**config.mk**
```make
export PLATFORM = sky130hd
export DESIGN_NAME = sync_length_frame_deframer_core
export DESIGN_NICKNAME = d
export VERILOG_FILES = /design/src/rtl/slfd_pkg.sv /design/src/rtl/slfd_framer.sv /design/src/rtl/slfd_out_fifo.sv /design/src/rtl/sync_length_frame_deframer_core.sv
export SDC_FILE = /design/constraint.sdc
export NUM_CORES = 1
export LEC_CHECK = 0
export CORE_ASPECT_RATIO = 0.5
export CORE_MARGIN = 3
export CORE_UTILIZATION = 41
export CTS_CLUSTER_SIZE = 30
export DETAILED_ROUTE_END_ITERATION = 16
export DONT_BUFFER_PORTS = 1
export PLACE_DENSITY = 0.52
export SETUP_SLACK_MARGIN = 0.1
export SLEW_MARGIN = 20
export SYNTH_ARGS = -nofsm -noshare
export SYNTH_HDL_FRONTEND = slang
export SYNTH_SLANG_ARGS = --single-unit
```
**constraint.sdc**
```tcl
create_clock -name clk -period 32.4 [get_ports clk]
set_input_delay 0 -clock clk [delete_from_list [all_inputs] [get_ports clk]]
set_output_delay 0 -clock clk [all_outputs]
set_load 0.1 [all_outputs]
```
**src/rtl/slfd_pkg.sv**
```systemverilog
// Shared types and constants for the length-prefixed frame deframer
package slfd_pkg;

  localparam logic [7:0] SYNC_BYTE   = 8'hFF;
  localparam int         HEADER_LEN  = 4;
  localparam int         MAX_RES     = 4;
  localparam int         LEN_W       = 17;
  localparam logic [LEN_W-1:0] MAX_LEN_RESET = 17'd256;

  // one result transaction
  typedef struct packed {
    logic [7:0] data;
    logic       first;
    logic       last;
  } res_t;

  // results produced by one input byte, lowest item first
  typedef struct packed {
    logic [2:0]       cnt;
    res_t [MAX_RES-1:0] item;
  } res_bundle_t;

endpackage

```
**src/rtl/slfd_framer.sv**
```systemverilog
// Sync hunt, length check and body pass-through for one byte per step
module slfd_framer
  import slfd_pkg::*;
(
  input  logic             clk,
  input  logic             rst_n,
  input  logic             cfg_wr_en,
  input  logic [LEN_W-1:0] cfg_wr_data,
  input  logic             step_en,
  input  logic [7:0]       rx_byte,
  output res_bundle_t      res_o
);

  logic [LEN_W-1:0] max_len_r;
  logic [7:0]       win_r [3];
  logic [7:0]       win_nxt [3];
  logic [1:0]       fill_r, fill_nxt;
  logic             in_body_r, in_body_nxt;
  logic [15:0]      bytes_left_r, bytes_left_nxt;

  logic [7:0]       w [4];
  logic [2:0]       n;
  logic             done;
  logic [LEN_W-1:0] total;
  logic             body_last;

  // per-byte decision
  always_comb begin
    res_o          = '0;
    win_nxt        = win_r;
    fill_nxt       = fill_r;
    in_body_nxt    = in_body_r;
    bytes_left_nxt = bytes_left_r;
    body_last      = (bytes_left_r <= 16'd1);
    total          = '0;
    done           = 1'b0;
    n              = 3'd0;
    for (int i = 0; i < 4; i++) begin
      w[i] = 8'h00;
    end

    if (in_body_r) begin
      // body byte passes straight through
      res_o.cnt           = 3'd1;
      res_o.item[0].data  = rx_byte;
      res_o.item[0].first = 1'b0;
      res_o.item[0].last  = body_last;
      if (body_last) begin
        bytes_left_nxt = '0;
        in_body_nxt    = 1'b0;
      end else begin
        bytes_left_nxt = bytes_left_r - 16'd1;
      end
    end else begin
      // held bytes plus the new one, oldest first
      for (int i = 0; i < 3; i++) begin
        if (i < int'(fill_r)) w[i] = win_r[i];
      end
      w[fill_r] = rx_byte;
      n = {1'b0, fill_r} + 3'd1;

      // at most one rejection, so two passes settle the window
      for (int it = 0; it < 2; it++) begin
        if (!done) begin
          // drop leading bytes until the window opens with the sync pair
          for (int j = 0; j < 3; j++) begin
            if (n >= 3'd2 && !(w[0] == SYNC_BYTE && w[1] == SYNC_BYTE)) begin
              w[0] = w[1];
              w[1] = w[2];
              w[2] = w[3];
              w[3] = 8'h00;
              n    = n - 3'd1;
            end
          end
          // a lone byte is kept only if it can start a header
          if (n == 3'd1 && w[0] != SYNC_BYTE) n = 3'd0;
          if (n < 3'(HEADER_LEN)) begin
            done = 1'b1;
          end else begin
            total = LEN_W'({w[2], w[3]}) + LEN_W'(HEADER_LEN);
            if (total > max_len_r) begin
              // oversize length: drop the first header byte and hunt again
              w[0] = w[1];
              w[1] = w[2];
              w[2] = w[3];
              w[3] = 8'h00;
              n    = 3'd3;
            end else begin
              res_o.cnt = 3'(HEADER_LEN);
              for (int k = 0; k < HEADER_LEN; k++) begin
                res_o.item[k].data  = w[k];
                res_o.item[k].first = (k == 0);
                res_o.item[k].last  = (k == HEADER_LEN - 1) && (w[2] == 8'h00)
                                      && (w[3] == 8'h00);
              end
              if (w[2] != 8'h00 || w[3] != 8'h00) begin
                in_body_nxt    = 1'b1;
                bytes_left_nxt = {w[2], w[3]};
              end
              n    = 3'd0;
              done = 1'b1;
            end
          end
        end
      end

      // keep what is still held
      for (int i = 0; i < 3; i++) begin
        win_nxt[i] = (i < int'(n)) ? w[i] : 8'h00;
      end
      fill_nxt = n[1:0];
    end
  end

  // state registers
  always_ff @(posedge clk) begin
    if (!rst_n) begin
      max_len_r    <= MAX_LEN_RESET;
      fill_r       <= '0;
      in_body_r    <= 1'b0;
      bytes_left_r <= '0;
      for (int i = 0; i < 3; i++) begin
        win_r[i] <= 8'h00;
      end
    end else begin
      if (cfg_wr_en) max_len_r <= cfg_wr_data;
      if (step_en) begin
        fill_r       <= fill_nxt;
        in_body_r    <= in_body_nxt;
        bytes_left_r <= bytes_left_nxt;
        win_r        <= win_nxt;
      end
    end
  end

endmodule

```
**src/rtl/slfd_out_fifo.sv**
```systemverilog
// Result queue taking up to four results a cycle and giving one
module slfd_out_fifo
  import slfd_pkg::*;
#(
  parameter int DEPTH = 8
) (
  input  logic        clk,
  input  logic        rst_n,
  input  logic        wr_en,
  input  res_bundle_t wr_res,
  output logic        room,
  output logic        out_tvalid,
  input  logic        out_tready,
  output res_t        out_res
);

  localparam int PW = $clog2(DEPTH);
  localparam int CW = $clog2(DEPTH + 1);

  res_t          mem [DEPTH];
  logic [PW-1:0] wr_ptr_r, wr_ptr_nxt;
  logic [PW-1:0] rd_ptr_r, rd_ptr_nxt;
  logic [CW-1:0] count_r, count_nxt;
  logic [2:0]    wr_cnt;
  logic          rd_en;

  // pointer and occupancy update
  always_comb begin
    wr_cnt     = wr_en ? wr_res.cnt : 3'd0;
    rd_en      = out_tvalid && out_tready;
    wr_ptr_nxt = wr_ptr_r + PW'(wr_cnt);
    rd_ptr_nxt = rd_ptr_r + PW'(rd_en);
    count_nxt  = count_r + CW'(wr_cnt) - CW'(rd_en);
  end

  assign room       = (count_r <= CW'(DEPTH - MAX_RES));
  assign out_tvalid = (count_r != '0);
  assign out_res    = mem[rd_ptr_r];

  // control registers
  always_ff @(posedge clk) begin
    if (!rst_n) begin
      wr_ptr_r <= '0;
      rd_ptr_r <= '0;
      count_r  <= '0;
    end else begin
      wr_ptr_r <= wr_ptr_nxt;
      rd_ptr_r <= rd_ptr_nxt;
      count_r  <= count_nxt;
    end
  end

  // storage, written at consecutive slots
  always_ff @(posedge clk) begin
    for (int k = 0; k < MAX_RES; k++) begin
      if (k < int'(wr_cnt)) mem[PW'(wr_ptr_r + PW'(k))] <= wr_res.item[k];
    end
  end

endmodule

```
**src/rtl/sync_length_frame_deframer_core.sv**
```systemverilog
// Top level of the length-prefixed frame deframer with 0xFF 0xFF sync
//
// Received bytes enter one per cycle through an input register; the hunt and
// length logic then decides each byte in a single pass and writes its
// results into a FIFO_DEPTH-entry result queue, which feeds the output
// stream one frame byte per transaction. A byte that completes a header
// yields four results at once, any other byte zero or one. Input is taken
// every cycle as long as the queue has four free slots, so with the output
// side always ready the block sustains one byte per cycle; the output port,
// one result per cycle, sets the long-run limit. A byte's first result
// is offered after the input register and the result queue.
module sync_length_frame_deframer_core
  import slfd_pkg::*;
#(
  parameter int FIFO_DEPTH = 8
) (
  input  logic             clk,
  input  logic             rst_n,
  input  logic             cfg_wr_en,
  input  logic [LEN_W-1:0] cfg_wr_data,  // max_frame_len
  input  logic             in_tvalid,
  output logic             in_tready,
  input  logic [7:0]       in_tdata,     // [7:0] rx_byte
  output logic             out_tvalid,
  input  logic             out_tready,
  output logic [7:0]       out_tdata,    // [7:0] data_byte
  output logic [0:0]       out_tuser,    // [0] first_byte
  output logic             out_tlast     // last_byte
);

  logic        s1_valid_r, s1_valid_nxt;
  logic [7:0]  s1_byte_r;
  logic        room;
  logic        step;
  res_bundle_t res;
  res_t        out_res;

  assign step      = s1_valid_r && room;
  assign in_tready = !s1_valid_r || room;

  // input register
  always_comb begin
    s1_valid_nxt = s1_valid_r;
    if (in_tvalid && in_tready) s1_valid_nxt = 1'b1;
    else if (step)              s1_valid_nxt = 1'b0;
  end

  always_ff @(posedge clk) begin
    if (!rst_n) begin
      s1_valid_r <= 1'b0;
    end else begin
      s1_valid_r <= s1_valid_nxt;
    end
  end

  always_ff @(posedge clk) begin
    if (in_tvalid && in_tready) s1_byte_r <= in_tdata;
  end

  slfd_framer u_framer (
    .clk         (clk),
    .rst_n       (rst_n),
    .cfg_wr_en   (cfg_wr_en),
    .cfg_wr_data (cfg_wr_data),
    .step_en     (step),
    .rx_byte     (s1_byte_r),
    .res_o       (res)
  );

  slfd_out_fifo #(
    .DEPTH (FIFO_DEPTH)
  ) u_fifo (
    .clk        (clk),
    .rst_n      (rst_n),
    .wr_en      (step),
    .wr_res     (res),
    .room       (room),
    .out_tvalid (out_tvalid),
    .out_tready (out_tready),
    .out_res    (out_res)
  );

  // output fields
  assign out_tdata    = out_res.data;
  assign out_tuser[0] = out_res.first;
  assign out_tlast    = out_res.last;

endmodule

```
## Yosys cells after proc, flatten, opt, wreduce, memory -nomap -nowiden

Memories as Yosys holds them, arrays and structs flattened. A register that Yosys moved wholly into a read port is not among the register bits.
Cells that the tools add are included.

| word-level totals | value |
|---|---|
| register bits | 79 |
| output and inout port bits | 12 |
| RAM bits | 80 |
| memories kept | 1 |
| bits in read-only memories | 0 |
| word-level logic and storage cells | 214 |
| bits in latches | 0 |
| input port bits | 30 |

Memories:

| name | words | bits a word | rd ports | clocked after Yosys merged registers in | wr ports | line | text |
|---|---|---|---|---|---|---|---|
| u_fifo.mem | 8 | 10 | 1 | 1 | 4 | slfd_out_fifo.sv:20 | `res_t mem [DEPTH];` |

| operators by class | value |
|---|---|
| $add $sub $neg | 17 |
| multipliers | 0 |
| bitwise gates (word level) | 2 |
| order comparisons | 24 |
| shift-type cells | 0 |
| equal/unequal tests | 16 |
| divide/modulo/power cells | 0 |
| muxes and demuxes | 101 |
| reductions and logical operators | 41 |

Operator list:

| kind | number |
|---|---|
| two-way mux 32 bit | 21 |
| two-way mux 43 bit | 5 |
| two-way mux 16 bit | 9 |
| == test 8 bit, second input constant | 12 |
| two-way mux 3 bit | 28 |
| two-way mux 8 bit | 10 |
| adder 16 x 3 -> 17 bit, second input constant | 2 |
| greater-than comparator 17 bit | 2 |
| bitwise mux 32 bit | 1 |
| logical NOT 8 bit | 4 |
| nonzero test 8 bit | 4 |
| two-way mux 30 bit | 1 |
| two-way mux 1 bit | 22 |
| logical AND 1 bit | 20 |
| greater-or-equal comparator 3 x 2 -> 1 bit, second input constant | 6 |
| subtractor 3 x 1 -> 3 bit, second input constant | 6 |
| demux 8 bit (select 2 bit) | 1 |
| <= comparator 16 x 1 -> 1 bit, second input constant | 1 |
| inequality test 8 bit, second input constant | 2 |
| subtractor 16 x 1 -> 16 bit, second input constant | 1 |
| less-than comparator 1 x 3 -> 1 bit, first input constant | 4 |
| two-way mux 10 bit | 1 |
| less-than comparator 2 x 3 -> 1 bit, first input constant | 3 |
| logical NOT 1 bit | 7 |
| other kinds (21) | 28 |

## Longest topological paths before layout

Gate-level depths: netlist (run 1).

| logic depth | value |
|---|---|
| word-level depth | 65 |
| gate-level depth with buffers | 67 |
| depth with buffers taken out | 53 |

## By module

A second synthesis (run 1) with hierarchy kept.

| second synthesis, totals | value |
|---|---|
| cell total of the unflattened synthesis | 2069 |
| area total of the unflattened synthesis | 15975.3 µm² |

By module, submodules not included:

| module | seq. area each (µm²) | cells an instance | times used | area an instance (µm²) |
|---|---|---|---|---|
| slfd_framer | 1201.2 | 1416 | 1 | 9551.7 |
| slfd_out_fifo | 2602.5 | 639 | 1 | 6118.4 |
| sync_length_frame_deframer_core | 260.2 | 14 | 1 | 305.3 |

## Worst setup path before layout (run 1)

No wires, ideal clock.

| path | value |
|---|---|
| kind | register to register |
| start | reg u_framer.fill_r[1] |
| end | reg u_fifo.count_r[3] |
| period minus slack after synthesis | 11.891 ns |
| required time | 32.272 ns |
| library setup time | 0.128 ns |
| path buffers | 14 |
| setup slack | 20.509 ns |
| stages on the path, launching flop included | 67 |
| arrival time | 11.763 ns |
| path through | dfxtp_1 buf_2 buf_2 inv_1 ha_1 buf_4 nand4_1 o22ai_2 a41oi_1 clkbuf_1 clkbuf_1 buf_1 nand2_1 xor2_1 ha_1 clkbuf_1 and2_1 o21ai_0 (+31 left out) a21o_1 a21o_1 a21oi_1 nand2_1 o211ai_1 a21oi_1 nor4_4 a21o_4 inv_6 buf_8 buf_4 buf_2 ha_1 inv_1 ha_1 a21oi_1 xnor2_1 nor2_1 |

| between the ends | value |
|---|---|
| word-level cells in the longest chain between the ends | 64 |
| elaborated cells between the ends (all ways) | 124 |
| classes of those cells | 11 x add/sub; 15 x order compare; 16 x eq/ne; 60 x mux; 1 x bitwise; 21 x reduce/logical |

Ends and longest elaborated chain:

| item | line | text |
|---|---|---|
| from (decl) | slfd_framer.sv:17 | `logic [1:0] fill_r, fill_nxt;` |
| from (signal assigned) | slfd_framer.sv:128 | `fill_r <= fill_nxt;` |
| branches (longest 59 deep; another with greater-or-equal comparator 3 bit) | n/a |  |
| two-way mux 43 bit (*) | slfd_framer.sv:64 | `if (!done) begin` |
| two-way mux 3 bit (*) | slfd_framer.sv:42 | `if (in_body_r) begin` |
| two-way mux 3 bit (*) | slfd_out_fifo.sv:29 | `wr_cnt = wr_en ? wr_res.cnt : 3'd0;` |
| adder 4 x 3 -> 4 bit (*) | slfd_out_fifo.sv:33 | `count_nxt = count_r + CW'(wr_cnt) - CW'(rd_en);` |
| subtractor 4 x 1 -> 4 bit (*) | slfd_out_fifo.sv:33 |  |
| to (signal assigned) | slfd_out_fifo.sv:49 | `count_r <= count_nxt;` |
| to (decl) | slfd_out_fifo.sv:23 | `logic [CW-1:0] count_r, count_nxt;` |

Mark *: on every way between the ends. The select of a mux whose other input is x is not followed.
A chain may end at the register's enable or synchronous reset.

==> results of run 1 <==
==> how the worst max path moves through the flow <==
| stage | from | end | cells past startpoint |
|---|---|---|---|
| floorplan | u_framer.fill_r[1] | u_fifo.count_r[3] | 66 |
| global placement | u_framer.fill_r[1] | u_fifo.mem[6][5] | 49 |
| detailed placement | u_framer.fill_r[1] | u_fifo.mem[2][8] | 48 |
| CTS | u_framer.fill_r[1] | u_fifo.mem[2][8] | 48 |
| global route | u_framer.fill_r[1] | u_fifo.mem[6][6] | 49 |
| finish | u_framer.fill_r[1] | u_fifo.mem[2][8] | 48 |
==> sequential cells by signal, indices dropped and copies added (netlist names) <==
signal / cells
u_framer.fill_r: 2
s1_valid_r: 1
s1_byte_r: 8
u_framer.in_body_r: 1
u_framer.bytes_left_r: 16
u_framer.win_r: 24
u_fifo.rd_ptr_r: 3
u_fifo.mem: 80
u_framer.max_len_r: 17
u_fifo.count_r: 4
u_fifo.wr_ptr_r: 3
==> metal layers <==
layer	routed length, um	vias up	track usage (%)
met1	28400	7428	49.9
li1	-	6689	-
met5	0	-	0
met3	7570	168	9.96
met2	26600	1043	51.5
met4	2300	0	10.2
==> power groups by stage <==
stage          Combinational (uW)  Clock [uW]  Sequential (uW)
5_1_grt                       187         223              222
3_5_place_dp                  172           0              226
3_3_place_gp                  170           0              226
4_1_cts                       178         215              221
2_1_floorplan                 144           0              222
6_report                      177         213              221
==> area by class of cell <==
class / instances / area share (%)
timing repair buffer: 83 / 4.69
sequential: 159 / 25.7
clock inverter: 14 / 1.06
clock buffer: 18 / 2.76
tap: 441 / 3.55
multi-input combinational: 1444 / 60.9
inverter: 55 / 1.36
antenna: 1 / 0.0161
==> cell families after synthesis <==
kind of cell,after synthesis,synth area share (%)
buffers and inverters,170,5.24
and+or+nand+nor,754,25.9
DFF,159,28.2
AOI/OAI and AO/OA,508,25.1
adders and majority gates,58,5.19
muxes,83,7.81
xor gates and xnor gates,41,2.54
==> synthesized netlist by cell type, drive strengths merged (10+ instances only) <==
cell type	n	area share, %
mux2	15	1.2
a22oi	42	2.2
mux4	20	3.2
a221oi	22	1.4
mux2i	48	3.4
nand2	242	6.4
o211ai	20	1.2
inv	55	1.5
nor3	73	2.7
nor2	180	4.9
o221ai	15	0.93
and3	17	0.79
and2	41	1.8
o32ai	10	0.75
nor4	22	1.1
xor2	12	0.74
xnor2	29	1.8
buf	52	2.1
edfxtp	80	17
nand4	34	1.5
a21o	16	0.90
a211oi	27	1.6
a21oi	102	3.7
o22ai	29	1.4
o21ai	108	3.9
clkbuf	63	1.7
nand4b	10	0.62
ha	57	5.0
or4	12	0.72
dfxtp	79	11
nand3	65	2.4
a22o	12	0.74
or3	16	0.74
a31oi	13	0.58
o21a	17	0.90
==> repair_timing <==
item	CTS	global route
hold endpoints to repair	51	0
setup buffers	0	0
hold buffers	44	0
==> metrics by stage <==
stage	worst slack, ns	std cells	power (uW)	utilization, %	hold slack (ns)
2_1_floorplan	20.51	1773	366	-	0.0989
3_3_place_gp	18.95	2137	396	43.2	0.0989
3_5_place_dp	18.23	2137	398	43.2	0.0989
4_1_cts	18.19	2213	614	46.3	0.0320
5_1_grt	16.80	2215	632	46.3	0.0604
6_report	17.80	2215	612	46.3	0.0405
==> results.tsv, run 1 <==
stage	metric	value	unit
run_status	status	finished, final reports clean	
power_and_ir_drop	Logic pwr share	29.0	%
global_route	global-route wire length before repair	95.0	mm
global_route	GRT Overall Usage	35.1	%
floorplanning	Die Area	0.0368	mm2
yosys	sequential share of the synthesized area	28.2	%
clocking	clk root buf	clkbuf_16	
worst_setup_path	CP bufs+invs	4	
timing	Hold Vio Cnt, Final	0	
timing	worst slew pin tran	1.15	ns
floorplanning	# rows	47	
worst_setup_path	Worst EP required	32.66	ns
finish	most common cell after layout, fill and taps aside	nand2_1	
placed_design	Area after DPL	0.0145	mm2
power_and_ir_drop	Cell Int Power	378	uW
yosys	Syn Inst Count	1773	
power_and_ir_drop	Worst VDD drop	0.0416	mV
worst_setup_path	worst r2r path cells	48	
clocking	Reg clk slew, reported paths	0.07	ns
power_and_ir_drop	Psw	234	uW
worst_setup_path	RR Endpoint	u_fifo.mem[2][8]	
global_route	GRT overflow	0	
clocking	TritonCTS clock tree	yes	
power_and_ir_drop	Leakage	0.00537	uW
global_route	initial antenna violation count	1	
detailed_routing	Routed WL	64.8	mm
yosys	Synth Flop Type	edfxtp_1	
clocking	TritonCTS buffer count	17	
yosys	syn nets	1861	
hold_path	Worst Hold Launch	rst_n	
detailed_routing	antenna-violating nets left	0	
hold_path	hold path depth	2	
floorplanning	core area	0.0335	mm2
timing	achievable frequency	0.0685	GHz
power_and_ir_drop	Reg power frac	36.2	%
detailed_routing	Wirelength per Cell	29.3	um
finish	most frequent cells in the layout	nand2_1, nor2_1, a21oi_1	
power_and_ir_drop	PwrDens	39.4	mW/mm2
hold_path	Hold EP	u_framer.win_r[2]	
yosys	Syn Area/Cell	7.97	um2
worst_setup_path	most frequent CP cell	nand2_1	
placed_design	Port Buffer Count	0	
finish	Layout Nets	1848	
yosys	EDFF count, synth	80	
floorplanning	chip height	137	um
yosys	warnings from Yosys	0	
clocking	htree depth	4	
finish	Reg area	0.00398	mm2
power_and_ir_drop	Clock power frac	34.8	%
clocking	Post-CTS Resized	0	
power_and_ir_drop	sw frac	38.3	%
yosys	synthesized area	0.0141	mm2
finish	area grow syn2layout	9.90	%
worst_setup_path	critical path class	register to register	
clocking	worst skew pair latency	0.47	ns
global_route	vias in the first global route	14100	
worst_setup_path	Reg-to-Reg Start	u_framer.fill_r[1]	
floorplanning	Initial Util	42.1	%
yosys	Seq cells post-synth	159	
yosys	Unique masters post-synth	104	
worst_setup_path	worst-path maximum fanout	51	
finish	FILL cells	3309	
clocking	Max clock buf depth	2	
detailed_routing	Via density	6.92	
timing	final period utilization	45.1	%
timing	min Tclk post-route	14.60	ns
placed_design	dpl hpwl	48.2	mm
detailed_routing	DR iter-0 viols	2261	
worst_setup_path	max incr delay on CP	0.85	ns
flow_run	MaxCap Viol Count	0	
timing	Clock Skews	0.0152	ns
worst_setup_path	Worst R2R Setup Slack	17.80	ns
timing	Slew Limit Fails	0	
worst_setup_path	Critical Path End Type	register	
worst_setup_path	WP data arrival	14.86	ns
timing	RSZ-0062 raised after global routing	no	
floorplanning	I/O pin cnt	42	
hold_path	Worst Hold Class	input pin to register	
detailed_routing	residual DRC count	0	
timing	relative slew slack	22.7	%
clocking	CTS Sinks	159	
worst_setup_path	family with the most delay on the worst path	simple AND/OR/NAND/NOR gates	
finish	layout cells sized above 1	9.19	%
finish	fin area	0.0155	mm2
yosys	async set or reset register ratio after synthesis	0	%
detailed_routing	DR vias	15300	
global_route	largest net degree at the start of global routing	52	
worst_setup_path	slowest CP cell	nor3_1	
timing	setup violators final	0	
detailed_routing	DR pass1 iterations	7	
finish	Multi-input gate area	0.00945	mm2
timing	setup TNS	0	ns
worst_setup_path	CP startpoint kind	register	
placed_design	RePlAce Congestion	1.03	
floorplanning	die width	268	um
Note: power is estimated with default switching activity, not from simulation.
==> inputs of run 2 (changes only) <==
- PLACE_DENSITY: 0.52 -> 0.54
- clock period: 32.4 -> 12.9 ns (I/O delays scaled with it)
==> results.tsv, run 2 (synthesized netlist as in run 1, its figures left out) <==
stage	metric	value	unit
finish	area grow syn2layout	11.1	%
worst_setup_path	critical path class	register to register	
floorplanning	# rows	47	
timing	RSZ-0062 raised after global routing	no	
timing	achievable frequency	0.0832	GHz
timing	worst slew pin tran	1.23	ns
hold_path	Hold EP	u_fifo.count_r[1]	
worst_setup_path	Worst R2R Setup Slack	0.89	ns
global_route	largest net degree at the start of global routing	47	
floorplanning	core area	0.0335	mm2
global_route	GRT Overall Usage	34.9	%
worst_setup_path	slowest CP cell	a211oi_1	
global_route	initial antenna violation count	1	
hold_path	Worst Hold Launch	rst_n	
placed_design	RePlAce Congestion	1.02	
worst_setup_path	CP startpoint kind	register	
finish	layout cells sized above 1	11.0	%
floorplanning	Die Area	0.0368	mm2
clocking	Max clock buf depth	2	
finish	Largest Register	u_fifo.mem	
flow_run	MaxCap Viol Count	0	
placed_design	Area after DPL	0.0146	mm2
power_and_ir_drop	PwrDens	95.7	mW/mm2
clocking	TritonCTS buffer count	17	
floorplanning	Initial Util	42.1	%
run_status	status	finished, final reports clean	
worst_setup_path	most frequent CP cell	nand2_1	
worst_setup_path	RR Endpoint	u_fifo.mem[6][7]	
placed_design	pre-CTS setup slack	0.296	ns
detailed_routing	DR pass1 iterations	6	
worst_setup_path	worst-path maximum fanout	25	
clocking	TritonCTS clock tree	yes	
floorplanning	chip height	137	um
detailed_routing	DR iter-0 viols	2143	
finish	most frequent cells in the layout	nand2_1, nor2_1, a21oi_1	
global_route	vias in the first global route	14100	
worst_setup_path	Worst EP required	13.22	ns
timing	min Tclk post-route	12.01	ns
hold_path	hold path depth	3	
worst_setup_path	WP data arrival	12.34	ns
placed_design	Port Buffer Count	0	
timing	WHS	0.0260	ns
clocking	worst skew pair latency	0.48	ns
detailed_routing	residual DRC count	0	
timing	final worst setup slack	0.885	ns
timing	final period utilization	93.1	%
detailed_routing	antenna-violating nets left	0	
power_and_ir_drop	Worst VDD drop	0.0988	mV
detailed_routing	Via density	6.86	
timing	Clock Skews	0.0218	ns
finish	Top Registers	u_fifo.mem (80), u_framer.win_r (24), u_framer.max_len_r (17)	
detailed_routing	Wirelength per Cell	29.1	um
timing	setup TNS	0	ns
worst_setup_path	Reg-to-Reg Start	u_framer.fill_r[0]	
worst_setup_path	worst r2r path cells	50	
worst_setup_path	Critical Path End Type	register	
finish	Layout Nets	1862	
detailed_routing	DR vias	15300	
hold_path	Worst Hold Class	input pin to register	
global_route	global-route wire length before repair	94.9	mm
global_route	GRT overflow	0	
floorplanning	die width	268	um
clocking	CTS Sinks	159	
floorplanning	I/O pin cnt	42	
timing	relative slew slack	17.9	%
clocking	clk root buf	clkbuf_16	
power_and_ir_drop	Leakage	0.00539	uW
finish	most common cell after layout, fill and taps aside	nand2_1	
detailed_routing	Routed WL	64.9	mm
worst_setup_path	max incr delay on CP	1.05	ns
timing	setup violators final	0	
timing	Hold Vio Cnt, Final	0	
clocking	htree depth	4	
timing	Slew Limit Fails	0	
clocking	Reg clk slew, reported paths	0.07	ns
finish	number of flip-flops in the largest register	80	
placed_design	dpl hpwl	49.8	mm
finish	fin area	0.0157	mm2
-- run 2: changes by cell type in the layout (fill, tap and decap cells not counted), sizes merged --
cell,change
clkinvlp,-1
bufinv,-1
dlygate4sd3,+1
inv,+1
buf,+14
-- run 2: power breakdown --
part	internal [uW]	switching, uW	leakage [uW]
Sequential	540	20.2	0.00134
Combinational	125	300	0.00378
Clock	260	257	0.000281
Total	925	577	0.00539
-- run 2: worst max-delay path, delay by kind of cell, from the launching register on --
family,cells,cell delay (ns)
AND/OR/NAND/NOR,23,4.62
XOR/XNOR,3,0.60
adder cells (fa/ha/maj),5,1.48
flip-flops,1,0.41
buffers and inverters,3,0.64
AO/OA/AOI/OAI,16,4.12
-- run 2: repair_timing --
item,4_1_cts,5_1_grt
hold buffers,44,0
endpoints found under the setup margin,0,178
hold endpoints to repair,50,0
setup buffers,0,0
gates resized for setup,0,25
-- run 2: layout make-up --
type,instances,area (um2)
timing repair buffer,97,838
fill,3340,17800
tap,441,552
antenna,1,2.50
inverter,55,211
sequential,159,3980
multi-input combinational,1444,9550
clock buffer,19,443
clock inverter,13,118
-- run 2: worst max-delay path by stage --
stage	startpoint	to	slack (ns)	cells past startpoint
floorplan	u_framer.fill_r[1]	u_fifo.count_r[3]	1.01	66
global placement	u_framer.fill_r[0]	u_fifo.mem[0][2]	0.60	51
detailed placement	u_framer.fill_r[0]	u_fifo.mem[0][3]	0.30	51
CTS	u_framer.fill_r[0]	u_fifo.mem[0][2]	0.25	51
global route	u_framer.fill_r[0]	u_fifo.mem[0][6]	0.13	51
finish	u_framer.fill_r[0]	u_fifo.mem[6][7]	0.89	50
-- run 2: per-layer routing --
| metal | vias up | GRT usage, % | routed length (um) |
|---|---|---|---|
| met5 | - | 0 | 11 |
| li1 | 6702 | - | - |
| met4 | 2 | 10.3 | 1990 |
| met2 | 970 | 51.8 | 27200 |
| met3 | 142 | 8.82 | 6960 |
| met1 | 7483 | 50.0 | 28700 |
-- run 2: stage by stage --
step | utilization (%) | instances | power [uW]
after global routing | 46.8 | 2228 | 1550
final | 46.8 | 2229 | 1500
after detailed placement | 43.5 | 2152 | 980
after floorplan | - | 1773 | 901
after global placement | 43.5 | 2152 | 975
after CTS | 46.5 | 2228 | 1500
==> inputs of run 3 (changes only) <==
- PLACE_DENSITY: 0.54 -> 0.52
- clock period: 12.9 -> 12.3 ns (I/O delays scaled with it)
==> results.tsv, run 3 (synthesized netlist as in run 1, its figures left out) <==
stage	metric	value	unit
run_status	status	finished, final reports clean	
finish	most frequent cells in the layout	nand2_1, nor2_1, a21oi_1	
power_and_ir_drop	Worst VDD drop	0.125	mV
timing	achievable frequency	0.0862	GHz
worst_setup_path	slowest CP cell	or4_4	
detailed_routing	Routed WL	66.3	mm
flow_run	MaxCap Viol Count	0	
finish	Layout Nets	1881	
power_and_ir_drop	Logic pwr share	27.7	%
power_and_ir_drop	Cell Int Power	992	uW
placed_design	dpl hpwl	50.8	mm
finish	FILL cells	3307	
global_route	vias in the first global route	14400	
power_and_ir_drop	Reg power frac	36.4	%
clocking	Max clock buf depth	2	
hold_path	Worst Hold Launch	rst_n	
clocking	clk root buf	clkbuf_16	
placed_design	Port Buffer Count	0	
finish	Largest Register	u_fifo.mem	
placed_design	RePlAce Congestion	1.03	
worst_setup_path	critical path class	register to register	
hold_path	hold path depth	2	
clocking	htree depth	4	
clocking	CTS Sinks	159	
clocking	number of post-CTS setup repair buffers	0	
floorplanning	Die Area	0.0368	mm2
detailed_routing	DR pass1 iterations	6	
clocking	worst skew pair latency	0.47	ns
worst_setup_path	CP startpoint kind	register	
hold_path	Hold EP	u_framer.win_r[5]	
floorplanning	Initial Util	42.1	%
worst_setup_path	Worst R2R Setup Slack	0.70	ns
finish	number of flip-flops in the largest register	80	
clocking	Reg clk slew, reported paths	0.09	ns
detailed_routing	DR iter-0 viols	2473	
timing	min Tclk post-route	11.60	ns
timing	WHS	0.0755	ns
worst_setup_path	worst-path maximum fanout	26	
power_and_ir_drop	sw frac	38.8	%
timing	final period utilization	94.3	%
detailed_routing	residual DRC count	0	
power_and_ir_drop	Clock power frac	35.9	%
floorplanning	chip height	137	um
power_and_ir_drop	PwrDens	102	mW/mm2
floorplanning	die width	268	um
timing	Hold Vio Cnt, Final	0	
worst_setup_path	Worst EP required	12.49	ns
worst_setup_path	Critical Path Source	u_framer.fill_r[0]	
finish	Multi-input gate area	0.00953	mm2
timing	setup TNS	0	ns
finish	Final Core Density	47.4	%
timing	setup violators final	0	
worst_setup_path	max incr delay on CP	0.67	ns
global_route	global-route wire length before repair	97.1	mm
detailed_routing	antenna-violating nets left	0	
clocking	TritonCTS buffer count	17	
hold_path	Worst Hold Class	input pin to register	
timing	RSZ-0062 raised after global routing	no	
detailed_routing	Wirelength per Cell	29.5	um
finish	diode count	0	
global_route	initial antenna violation count	0	
worst_setup_path	RR Endpoint	u_fifo.mem[7][9]	
worst_setup_path	WP data arrival	11.79	ns
finish	Reg area	0.00398	mm2
global_route	GRT Overall Usage	35.7	%
global_route	GRT overflow	0	
floorplanning	core area	0.0335	mm2
timing	relative slew slack	20.5	%
floorplanning	# rows	47	
worst_setup_path	worst r2r path cells	51	
worst_setup_path	most frequent CP cell	nand2_1	
worst_setup_path	Critical Path End Type	register	
detailed_routing	Via density	6.91	
finish	area grow syn2layout	12.4	%
power_and_ir_drop	Leakage	0.00552	uW
global_route	largest net degree at the start of global routing	49	
worst_setup_path	Reg-to-Reg Start	u_framer.fill_r[0]	
floorplanning	I/O pin cnt	42	
timing	Slew Limit Fails	0	
finish	most common cell after layout, fill and taps aside	nand2_1	
finish	layout cells sized above 1	12.0	%
detailed_routing	DR vias	15500	
power_and_ir_drop	Psw	627	uW
finish	Top Registers	u_fifo.mem (80), u_framer.win_r (24), u_framer.max_len_r (17)	
timing	worst slew pin tran	1.19	ns
clocking	TritonCTS clock tree	yes	
timing	Clock Skews	0.0250	ns
## run 3: how the worst max path moves through the flow
stage / endpoint / slack [ns] / depth (start not counted)
floorplan: u_fifo.count_r[3] / 0.41 / 66
global placement: u_fifo.mem[0][3] / 0.93 / 53
detailed placement: u_fifo.mem[0][7] / 0.56 / 52
CTS: u_fifo.mem[0][4] / 0.45 / 52
global route: u_fifo.mem[4][4] / 0.07 / 53
finish: u_fifo.mem[7][9] / 0.70 / 51
## run 3: area by class of cell
cell class / instances / area share [%]
clock buffers: 17 / 2.68
clock inverters: 15 / 1.24
inverters: 55 / 1.33
multi-input cells: 1444 / 60.0
flip-flops and latches: 159 / 25.1
well taps: 441 / 3.48
repair buffers: 116 / 6.17
## run 3: power groups by stage
stage / combinational [uW] / sequential (uW) / clock, uW
2_1_floorplan: 360 / 585 / 0
6_report: 448 / 590 / 581
4_1_cts: 445 / 589 / 582
3_5_place_dp: 429 / 601 / 0
5_1_grt: 469 / 591 / 599
3_3_place_gp: 424 / 601 / 0
## run 3: through the flow
step                      power (uW)  setup slack [ns]  instance area (um2)  cells
after CTS                       1620             0.449                15800   2247
after global placement          1020             0.933                14700   2171
after detailed placement        1030             0.557                14700   2171
after global routing            1660            0.0701                15900   2247
final                           1620             0.703                15900   2247
after floorplan                  945             0.409                14100   1773
## run 3: critical path, delay by kind of cell, from the launching register on
family,cells,cell delay (ns)
and+or+nand+nor,23,4.12
AOI/OAI and AO/OA,15,3.51
adders and majority gates,5,1.52
buffers and inverters,5,1.11
xor gates and xnor gates,3,0.58
DFF,1,0.43
## run 3: timing repair
action,in CTS,in global routing
hold buffers,44,0
endpoints found under the setup margin,0,169
endpoints found under the hold margin,56,0
gates resized for setup,0,22
## run 3: routing by layer
metal / track usage (%) / up-vias / share of wire (%)
li1: - / 6745 / -
met5: 0 / - / 0
met3: 7.60 / 145 / 11
met2: 54.6 / 1058 / 43
met4: 9.29 / 0 / 2.8
met1: 51.0 / 7585 / 43
